File: config.mk
export PLATFORM = sky130hd
export DESIGN_NAME = fasta_to_2bit_packer
export DESIGN_NICKNAME = d
export VERILOG_FILES = /design/src/hdl/f2b_pkg.sv /design/src/hdl/f2b_step.sv /design/src/hdl/f2b_out_reg.sv /design/src/hdl/fasta_to_2bit_packer.sv
export SDC_FILE = /design/constraint.sdc
export NUM_CORES = 1
export LEC_CHECK = 0
export BUFFER_PORTS_ARGS = -buffer_cell sky130_fd_sc_hd__buf_4
export CORE_MARGIN = 5
export CORE_UTILIZATION = 54
export CTS_CLUSTER_DIAMETER = 80
export CTS_CLUSTER_SIZE = 40
export DETAILED_ROUTE_END_ITERATION = 10
export PLACE_DENSITY_LB_ADDON = 0.1
export SLEW_MARGIN = 20
export SYNTH_ARGS = -nofsm -noshare
export SYNTH_HDL_FRONTEND = slang
export SYNTH_SLANG_ARGS = --single-unit
File: constraint.sdc
create_clock -name clk -period 9.56 [get_ports clk]
set_input_delay 0.478 -clock clk [delete_from_list [all_inputs] [get_ports clk]]
set_output_delay 0.478 -clock clk [all_outputs]
set_load 0.05 [all_outputs]
File: src/hdl/f2b_pkg.sv
// f2b_pkg: shared types, constants and helpers for the FASTA 2-bit packer.
// No dependencies; used by every module under hdl/.
`timescale 1ns / 1ps

package f2b_pkg;

	// Width of the running packed-byte counter
	localparam int COUNT_WIDTH = 32;
	localparam int VALUE_WIDTH = 32;
	localparam int MAX_WORDS   = 4;

	// Output channel codes
	localparam logic [1:0] CH_BASE   = 2'd0;
	localparam logic [1:0] CH_HEADER = 2'd1;
	localparam logic [1:0] CH_POS    = 2'd2;

	// Characters and masks of interest
	localparam logic [7:0] CHAR_GT   = 8'h3E;
	localparam logic [7:0] CHAR_LF   = 8'h0A;
	localparam logic [7:0] CHAR_NUL  = 8'h00;
	localparam logic [7:0] BASE_MASK = 8'h60;
	localparam logic [7:0] CODE_MASK = 8'h06;

	typedef struct packed {
		logic [7:0] text_byte;
		logic       end_of_input;
	} item_word_t;

	typedef struct packed {
		logic [1:0]             channel;
		logic [VALUE_WIDTH-1:0] value;
		logic                   last_of_run;
		logic                   end_of_stream;
	} result_word_t;

	typedef struct packed {
		logic                   in_header;
		logic [1:0]             bases_held;
		logic [5:0]             partial_byte;
		logic [COUNT_WIDTH-1:0] packed_count;
	} pack_state_t;

	typedef result_word_t [MAX_WORDS-1:0] result_list_t;

	// Left-justify the held bases into a byte, zero padded
	function automatic logic [7:0] flush_byte(input logic [1:0] held, input logic [5:0] part);
		logic [7:0] b;
		case (held)
			2'd1:    b = {part[1:0], 6'b0};
			2'd2:    b = {part[3:0], 4'b0};
			2'd3:    b = {part[5:0], 2'b0};
			default: b = 8'h00;
		endcase
		return b;
	endfunction

endpackage

File: src/hdl/f2b_step.sv
// f2b_step: combinational decode of one text byte against the packer state.
// Produces up to four result words and the next state. Uses f2b_pkg.
`timescale 1ns / 1ps

module f2b_step (
	input  f2b_pkg::pack_state_t  st,
	input  f2b_pkg::item_word_t   item,
	output logic [2:0]            word_count,
	output f2b_pkg::result_list_t words,
	output f2b_pkg::pack_state_t  nxt
);

	logic [7:0] c;
	logic [1:0] code;
	logic [2:0] n;

	assign c    = item.text_byte;
	assign code = 2'((c & f2b_pkg::CODE_MASK) >> 1);

	always_comb begin
		n     = 3'd0;
		words = '0;
		nxt   = st;

		// Main byte handling
		if (st.in_header) begin
			words[n[1:0]].channel = f2b_pkg::CH_HEADER;
			if (c == f2b_pkg::CHAR_LF) begin
				words[n[1:0]].value = '0;
				nxt.in_header = 1'b0;
			end else begin
				words[n[1:0]].value = f2b_pkg::VALUE_WIDTH'(c);
			end
			n = n + 3'd1;
		end else if (c == f2b_pkg::CHAR_GT) begin
			// Header start: flush partial byte, position record, then the '>'
			if (st.bases_held != 2'd0) begin
				words[n[1:0]].channel = f2b_pkg::CH_BASE;
				words[n[1:0]].value   = f2b_pkg::VALUE_WIDTH'(
					f2b_pkg::flush_byte(st.bases_held, st.partial_byte));
				n = n + 3'd1;
				nxt.packed_count = st.packed_count + 1'b1;
				nxt.bases_held   = 2'd0;
				nxt.partial_byte = 6'd0;
			end
			words[n[1:0]].channel = f2b_pkg::CH_POS;
			words[n[1:0]].value   = f2b_pkg::VALUE_WIDTH'(nxt.packed_count);
			n = n + 3'd1;
			words[n[1:0]].channel = f2b_pkg::CH_HEADER;
			words[n[1:0]].value   = f2b_pkg::VALUE_WIDTH'(c);
			n = n + 3'd1;
			nxt.in_header = 1'b1;
		end else if ((c & f2b_pkg::BASE_MASK) != 8'h00) begin
			// Base: shift in, emit when four are collected
			if (st.bases_held == 2'd3) begin
				words[n[1:0]].channel = f2b_pkg::CH_BASE;
				words[n[1:0]].value   = f2b_pkg::VALUE_WIDTH'({st.partial_byte, code});
				n = n + 3'd1;
				nxt.packed_count = st.packed_count + 1'b1;
				nxt.bases_held   = 2'd0;
				nxt.partial_byte = 6'd0;
			end else begin
				nxt.partial_byte = {st.partial_byte[3:0], code};
				nxt.bases_held   = st.bases_held + 2'd1;
			end
		end

		// End of stream: terminate header or flush, then back to reset state
		if (item.end_of_input) begin
			if (nxt.in_header) begin
				words[n[1:0]].channel = f2b_pkg::CH_HEADER;
				words[n[1:0]].value   = f2b_pkg::VALUE_WIDTH'(f2b_pkg::CHAR_NUL);
				n = n + 3'd1;
			end else if (nxt.bases_held != 2'd0) begin
				words[n[1:0]].channel = f2b_pkg::CH_BASE;
				words[n[1:0]].value   = f2b_pkg::VALUE_WIDTH'(
					f2b_pkg::flush_byte(nxt.bases_held, nxt.partial_byte));
				n = n + 3'd1;
			end
			if (n != 3'd0) begin
				words[2'(n - 3'd1)].end_of_stream = 1'b1;
			end
			nxt = '0;
		end

		if (n != 3'd0) begin
			words[2'(n - 3'd1)].last_of_run = 1'b1;
		end
	end

	assign word_count = n;

endmodule

File: src/hdl/f2b_out_reg.sv
// f2b_out_reg: output word register with valid/ready toward the consumer.
// Uses f2b_pkg for the result word type.
`timescale 1ns / 1ps

module f2b_out_reg (
	input  logic                  clk,
	input  logic                  arst_n,
	input  logic                  load,
	input  f2b_pkg::result_word_t load_word,
	output logic                  can_load,
	output logic                  result_valid,
	input  logic                  result_ready,
	output f2b_pkg::result_word_t result
);

	logic                  valid_q;
	f2b_pkg::result_word_t word_q;

	// Slot is free when empty or being drained this cycle
	assign can_load = !valid_q || result_ready;

	always_ff @(posedge clk or negedge arst_n) begin
		if (!arst_n) begin
			valid_q <= 1'b0;
		end else if (load) begin
			valid_q <= 1'b1;
		end else if (result_ready) begin
			valid_q <= 1'b0;
		end
	end

	always_ff @(posedge clk) begin
		if (load) begin
			word_q <= load_word;
		end
	end

	assign result_valid = valid_q;
	assign result       = word_q;

endmodule

File: src/hdl/fasta_to_2bit_packer.sv
// fasta_to_2bit_packer: top level; input register, packer state, word sequencer.
// Depends on f2b_pkg, f2b_step and f2b_out_reg.
//
//  port group     dir  handshake                     word
//  item           in   item_valid / item_ready       f2b_pkg::item_word_t
//  result         out  result_valid / result_ready   f2b_pkg::result_word_t
//
// A byte that yields zero or one word is retired as soon as its word is loaded, so plain
// sequence and header text stream at one byte per cycle while the result side accepts.
// A byte that yields n words (up to four, at a header start or end of stream) holds the
// input register until all n are issued, one word per cycle through the single output register.
// Reset clears the packer state and the valid flags of the input and output registers.
// A stalled result side stops word issue; the input then fills and stalls.
`timescale 1ns / 1ps

module fasta_to_2bit_packer (
	input  logic                  clk,
	input  logic                  arst_n,
	input  logic                  item_valid,
	output logic                  item_ready,
	input  f2b_pkg::item_word_t   item,
	output logic                  result_valid,
	input  logic                  result_ready,
	output f2b_pkg::result_word_t result
);

	logic                  s1_valid_q;
	f2b_pkg::item_word_t   item_s1;
	f2b_pkg::pack_state_t  st_q;
	f2b_pkg::pack_state_t  st_nxt;
	logic [1:0]            idx_q;
	logic [2:0]            word_count;
	f2b_pkg::result_list_t words;
	logic                  can_load;
	logic                  out_load;
	logic                  last_word;
	logic                  retire;

	// Decode of the held byte
	f2b_step u_step (
		.st         (st_q),
		.item       (item_s1),
		.word_count (word_count),
		.words      (words),
		.nxt        (st_nxt)
	);

	// Word sequencing: one word per cycle while the output register can load, retire on the last one
	assign last_word  = ({1'b0, idx_q} == (word_count - 3'd1));
	assign out_load   = s1_valid_q && (word_count != 3'd0) && can_load;
	assign retire     = s1_valid_q && ((word_count == 3'd0) || (can_load && last_word));
	assign item_ready = !s1_valid_q || retire;

	always_ff @(posedge clk or negedge arst_n) begin
		if (!arst_n) begin
			s1_valid_q <= 1'b0;
			idx_q      <= 2'd0;
			st_q       <= '0;
		end else begin
			if (item_valid && item_ready) begin
				s1_valid_q <= 1'b1;
			end else if (retire) begin
				s1_valid_q <= 1'b0;
			end
			if (retire) begin
				idx_q <= 2'd0;
				st_q  <= st_nxt;
			end else if (out_load) begin
				idx_q <= idx_q + 2'd1;
			end
		end
	end

	// Input register payload
	always_ff @(posedge clk) begin
		if (item_valid && item_ready) begin
			item_s1 <= item;
		end
	end

	// Output register
	f2b_out_reg u_out (
		.clk          (clk),
		.arst_n       (arst_n),
		.load         (out_load),
		.load_word    (words[idx_q]),
		.can_load     (can_load),
		.result_valid (result_valid),
		.result_ready (result_ready),
		.result       (result)
	);

`ifndef NO_ASSERTIONS
	// The word index never runs past the word list of the held byte
	a_idx_range: assert property (@(posedge clk) disable iff (!arst_n)
		(s1_valid_q && (word_count != 3'd0)) |-> ({1'b0, idx_q} < word_count))
		else $error("word index beyond word count");

	// A partly issued byte stays in the input register
	a_idx_held: assert property (@(posedge clk) disable iff (!arst_n)
		(idx_q != 2'd0) |-> s1_valid_q)
		else $error("word index set with no byte held");

	// End of input returns the packer to its reset state
	a_eoi_reset: assert property (@(posedge clk) disable iff (!arst_n)
		(retire && item_s1.end_of_input) |=> (st_q == '0))
		else $error("state not cleared after end of input");

	// No bases are held while inside a header
	a_hdr_no_bases: assert property (@(posedge clk) disable iff (!arst_n)
		st_q.in_header |-> (st_q.bases_held == 2'd0))
		else $error("bases held inside header");
`endif

endmodule

==> flow_metrics.env <==
export IMPL_startpoint="st_q[38]"
export IMPL_hold_buffers=0
export IMPL_post_cts_buffers=0
export IMPL_netlist_area_um2=6190
export IMPL_syn_num_nets=742
export IMPL_syn_to_final_growth_pct=11.2
export IMPL_port_buffers=50
export IMPL_clock_skew_ns=0.0125
export IMPL_place_congestion=0.949
export IMPL_rr_startpoint="st_q[38]"
export IMPL_worst_setup_path_start_kind="register"
export IMPL_tightest_slew_ns=1.08
export IMPL_cts_sinks=90
export IMPL_clock_latency_ns=0.35
export IMPL_drt_wl_total_um=17700
export IMPL_clock_root_buffer="clkbuf_16"
export IMPL_grt_max_degree=46
export IMPL_cp_arrival_ns=5.76
export IMPL_max_freq_mhz=181
export IMPL_ff2ff_setup_slack_ns=4.05
export IMPL_stdcell_area_um2=6880
export IMPL_crit_type="reg -> reg"
export IMPL_antenna_found_initial=0
export IMPL_cts_made_buffers=9
export IMPL_grt_pass1_wl_um=28600
export IMPL_n_antenna_cell=0
export IMPL_drt_iter0_drc=623
export IMPL_drcViolationCount=0
export IMPL_grt_use_total=0.268
export IMPL_synthDistinctLibCells=75
export IMPL_die_w_um=117
export IMPL_grt_ovfl_total=0
export IMPL_synth_ff_type="edfxtp_1"
export IMPL_cts_htree_levels=3
export IMPL_synth_edf_count=45
export IMPL_r2r_end="st_q[33]"
export IMPL_drt_met1_wl_um=7720
export IMPL_nets=753
export IMPL_drt_pass1_iterations=6
export IMPL_final_common_cell="o21ai_0"
export IMPL_vias=5749
export IMPL_start_util=0.547
export IMPL_wl_met3_um=1090
export IMPL_die_area_um2=13700
export IMPL_cp_end_kind="register"
export IMPL_clock_path_buffers=2
export IMPL_path_clk_slew_ns=0.07
export IMPL_dpl_hpwl_um=12100
export IMPL_async_flop_share=0.500
export IMPL_yosys_warnings=0
export IMPL_cts_resized=0
export IMPL_worst_hold_slack_ns=0.144
export IMPL_reg2regPathDepth=18
export IMPL_power_density_nw_per_um2=313
export IMPL_cts_tree="done"
export IMPL_finalMaxSlewViolations=0
export IMPL_viasPerCell=6.61
export IMPL_final_period_utilization=0.577
export IMPL_place_inst=853
export IMPL_dpl_cell_area_um2=6540
export IMPL_cap_viol_max_count=0
export IMPL_wire_per_inst_um=20.4
export IMPL_final_core_util=0.608
export IMPL_drive_above_1_share=0.143
export IMPL_ios=51
export IMPL_worstPathRequired_ns=9.80
export IMPL_die_h_um=117
export IMPL_synth_seq_cells=90
export IMPL_fp_row_count=39
export IMPL_p_leak_nw=2.57
export IMPL_setup_tns_ns=0
export IMPL_synth_area_per_cell_um2=8.71
export IMPL_ir_worst_vdd_mv=0.187
export IMPL_finalSetupViolCount=0
export IMPL_drtAntennaViolNets=0
export IMPL_met2WireLength_um=8350
export IMPL_first_global_vias=5358
export IMPL_path_max_fanout=20
export IMPL_seq_area_frac_synth=0.400
export IMPL_min_path_type="in -> async"
export IMPL_status="complete, no violations"
export IMPL_synth_cells=711
export IMPL_relSlewSlack=0.278
export IMPL_top_layer_used="met4"
export IMPL_fin_crit_ns=5.51
export IMPL_layout_common_cells="74 x o21ai_0, 69 x nand2_1, 64 x nor2_1"
export IMPL_rsz0062_at_grt="false"
export IMPL_core_um2=11300
export IMPL_hold_viol=0
export IMPL_final_cells=870
[synthesized netlist by cell type, types with 3 or more instances]
cell type	count	area (um2)
a32oi_1	4	35.0
clkbuf_1	44	165
buf_2	4	20.0
a31oi_1	12	75.1
or2_2	5	31.3
o31ai_1	21	158
buf_6	4	45.0
a21oi_1	62	310
o31a_1	3	26.3
nand3_1	23	115
or4_1	4	30.0
mux2_2	3	33.8
o21ai_0	74	370
mux2i_1	3	30.0
a221oi_1	6	52.6
a21o_1	3	22.5
o32a_1	4	40.0
nand2b_1	13	81.3
o21bai_1	5	37.5
inv_1	19	71.3
a311oi_1	4	35.0
nand4_1	7	43.8
xor2_1	3	26.3
o41ai_1	4	35.0
o22ai_1	5	31.3
edfxtp_1	45	1350
xnor2_1	8	70.1
o211ai_1	4	30.0
ha_1	18	225
dfrtp_1	45	1130
and2_1	6	37.5
nand3b_1	5	37.5
o31ai_2	10	125
nor2_1	64	240
o2bb2ai_1	3	26.3
o21ai_1	4	20.0
a22oi_1	12	90.1
nor4_1	3	18.8
nand2_1	69	259
nor3_1	14	70.1
or3_1	9	56.3
and3_1	13	81.3
[cells by family after synthesis]
family                   share of synthesized area
adder cells (fa/ha/maj)                     0.0364
flip-flops                                   0.400
AND/OR/NAND/NOR                              0.199
multiplexers                                0.0139
XOR/XNOR                                    0.0182
buffers and inverters                       0.0505
AO/OA/AOI/OAI                                0.282
[worst max-delay path, stage by stage (launching register included)]
cell and delay, ns:
dfrtp_1 0.45, inv_1 0.17, ha_1 0.60, nor3_1 0.20, nor3_1 0.63, inv_1 0.22
ha_1 0.37, nand2b_1 0.15, o22ai_1 0.26, inv_1 0.11, ha_1 0.22, ha_1 0.26
and3_1 0.17, nand2_1 0.09, and3b_1 0.17, mux2_2 0.28, nor2_1 0.82, nand2_1 0.14
o31ai_1 0.11
[routing by layer]
layer / global-route usage / vias up
li1: - / 2697
met1: 0.371 / 2789
met2: 0.426 / 217
met3: 0.0334 / 46
met4: 0.112 / 0
met5: 0 / -
[stage by stage]
stage                     total power (W)  worst slack, ns
after floorplan                   0.00146             4.19
after global placement            0.00175             4.40
after global routing              0.00227             3.52
after detailed placement          0.00177             4.08
final                             0.00216             4.05
after CTS                         0.00214             4.09
[layout make-up]
type | count | area, um2
multi-input combinational | 548 | 3430
timing repair buffer | 54 | 425
tap | 143 | 179
fill | 1027 | 4440
clock inverter | 4 | 37.5
inverter | 19 | 71.3
clock buffer | 12 | 268
sequential | 90 | 2480
[report_power, final]
| part | switching (W) | leakage, nW | internal, W |
|---|---|---|---|
| Combinational | 0.000800 | 1.37 | 0.000349 |
| Clock | 0.000164 | 0.151 | 0.000204 |
| Sequential | 0.0000934 | 1.05 | 0.000547 |
[registers in the layout, indices dropped and copies added, names as in the netlist]
| name | cells |
|---|---|
| u_out.result_valid | 1 |
| s1_valid_q | 1 |
| st_q | 41 |
| idx_q | 2 |
| item_s1 | 9 |
| u_out.result | 36 |
[worst max path at each step]
stage	slack [ns]	endpoint	cells past startpoint
after floorplan	4.19	idx_q[1]	17
after global placement	4.40	st_q[38]	18
after detailed placement	4.08	st_q[33]	18
after CTS	4.09	st_q[33]	18
after global routing	3.52	st_q[32]	18
final	4.05	st_q[33]	18
(Power assumes the default switching activity.)
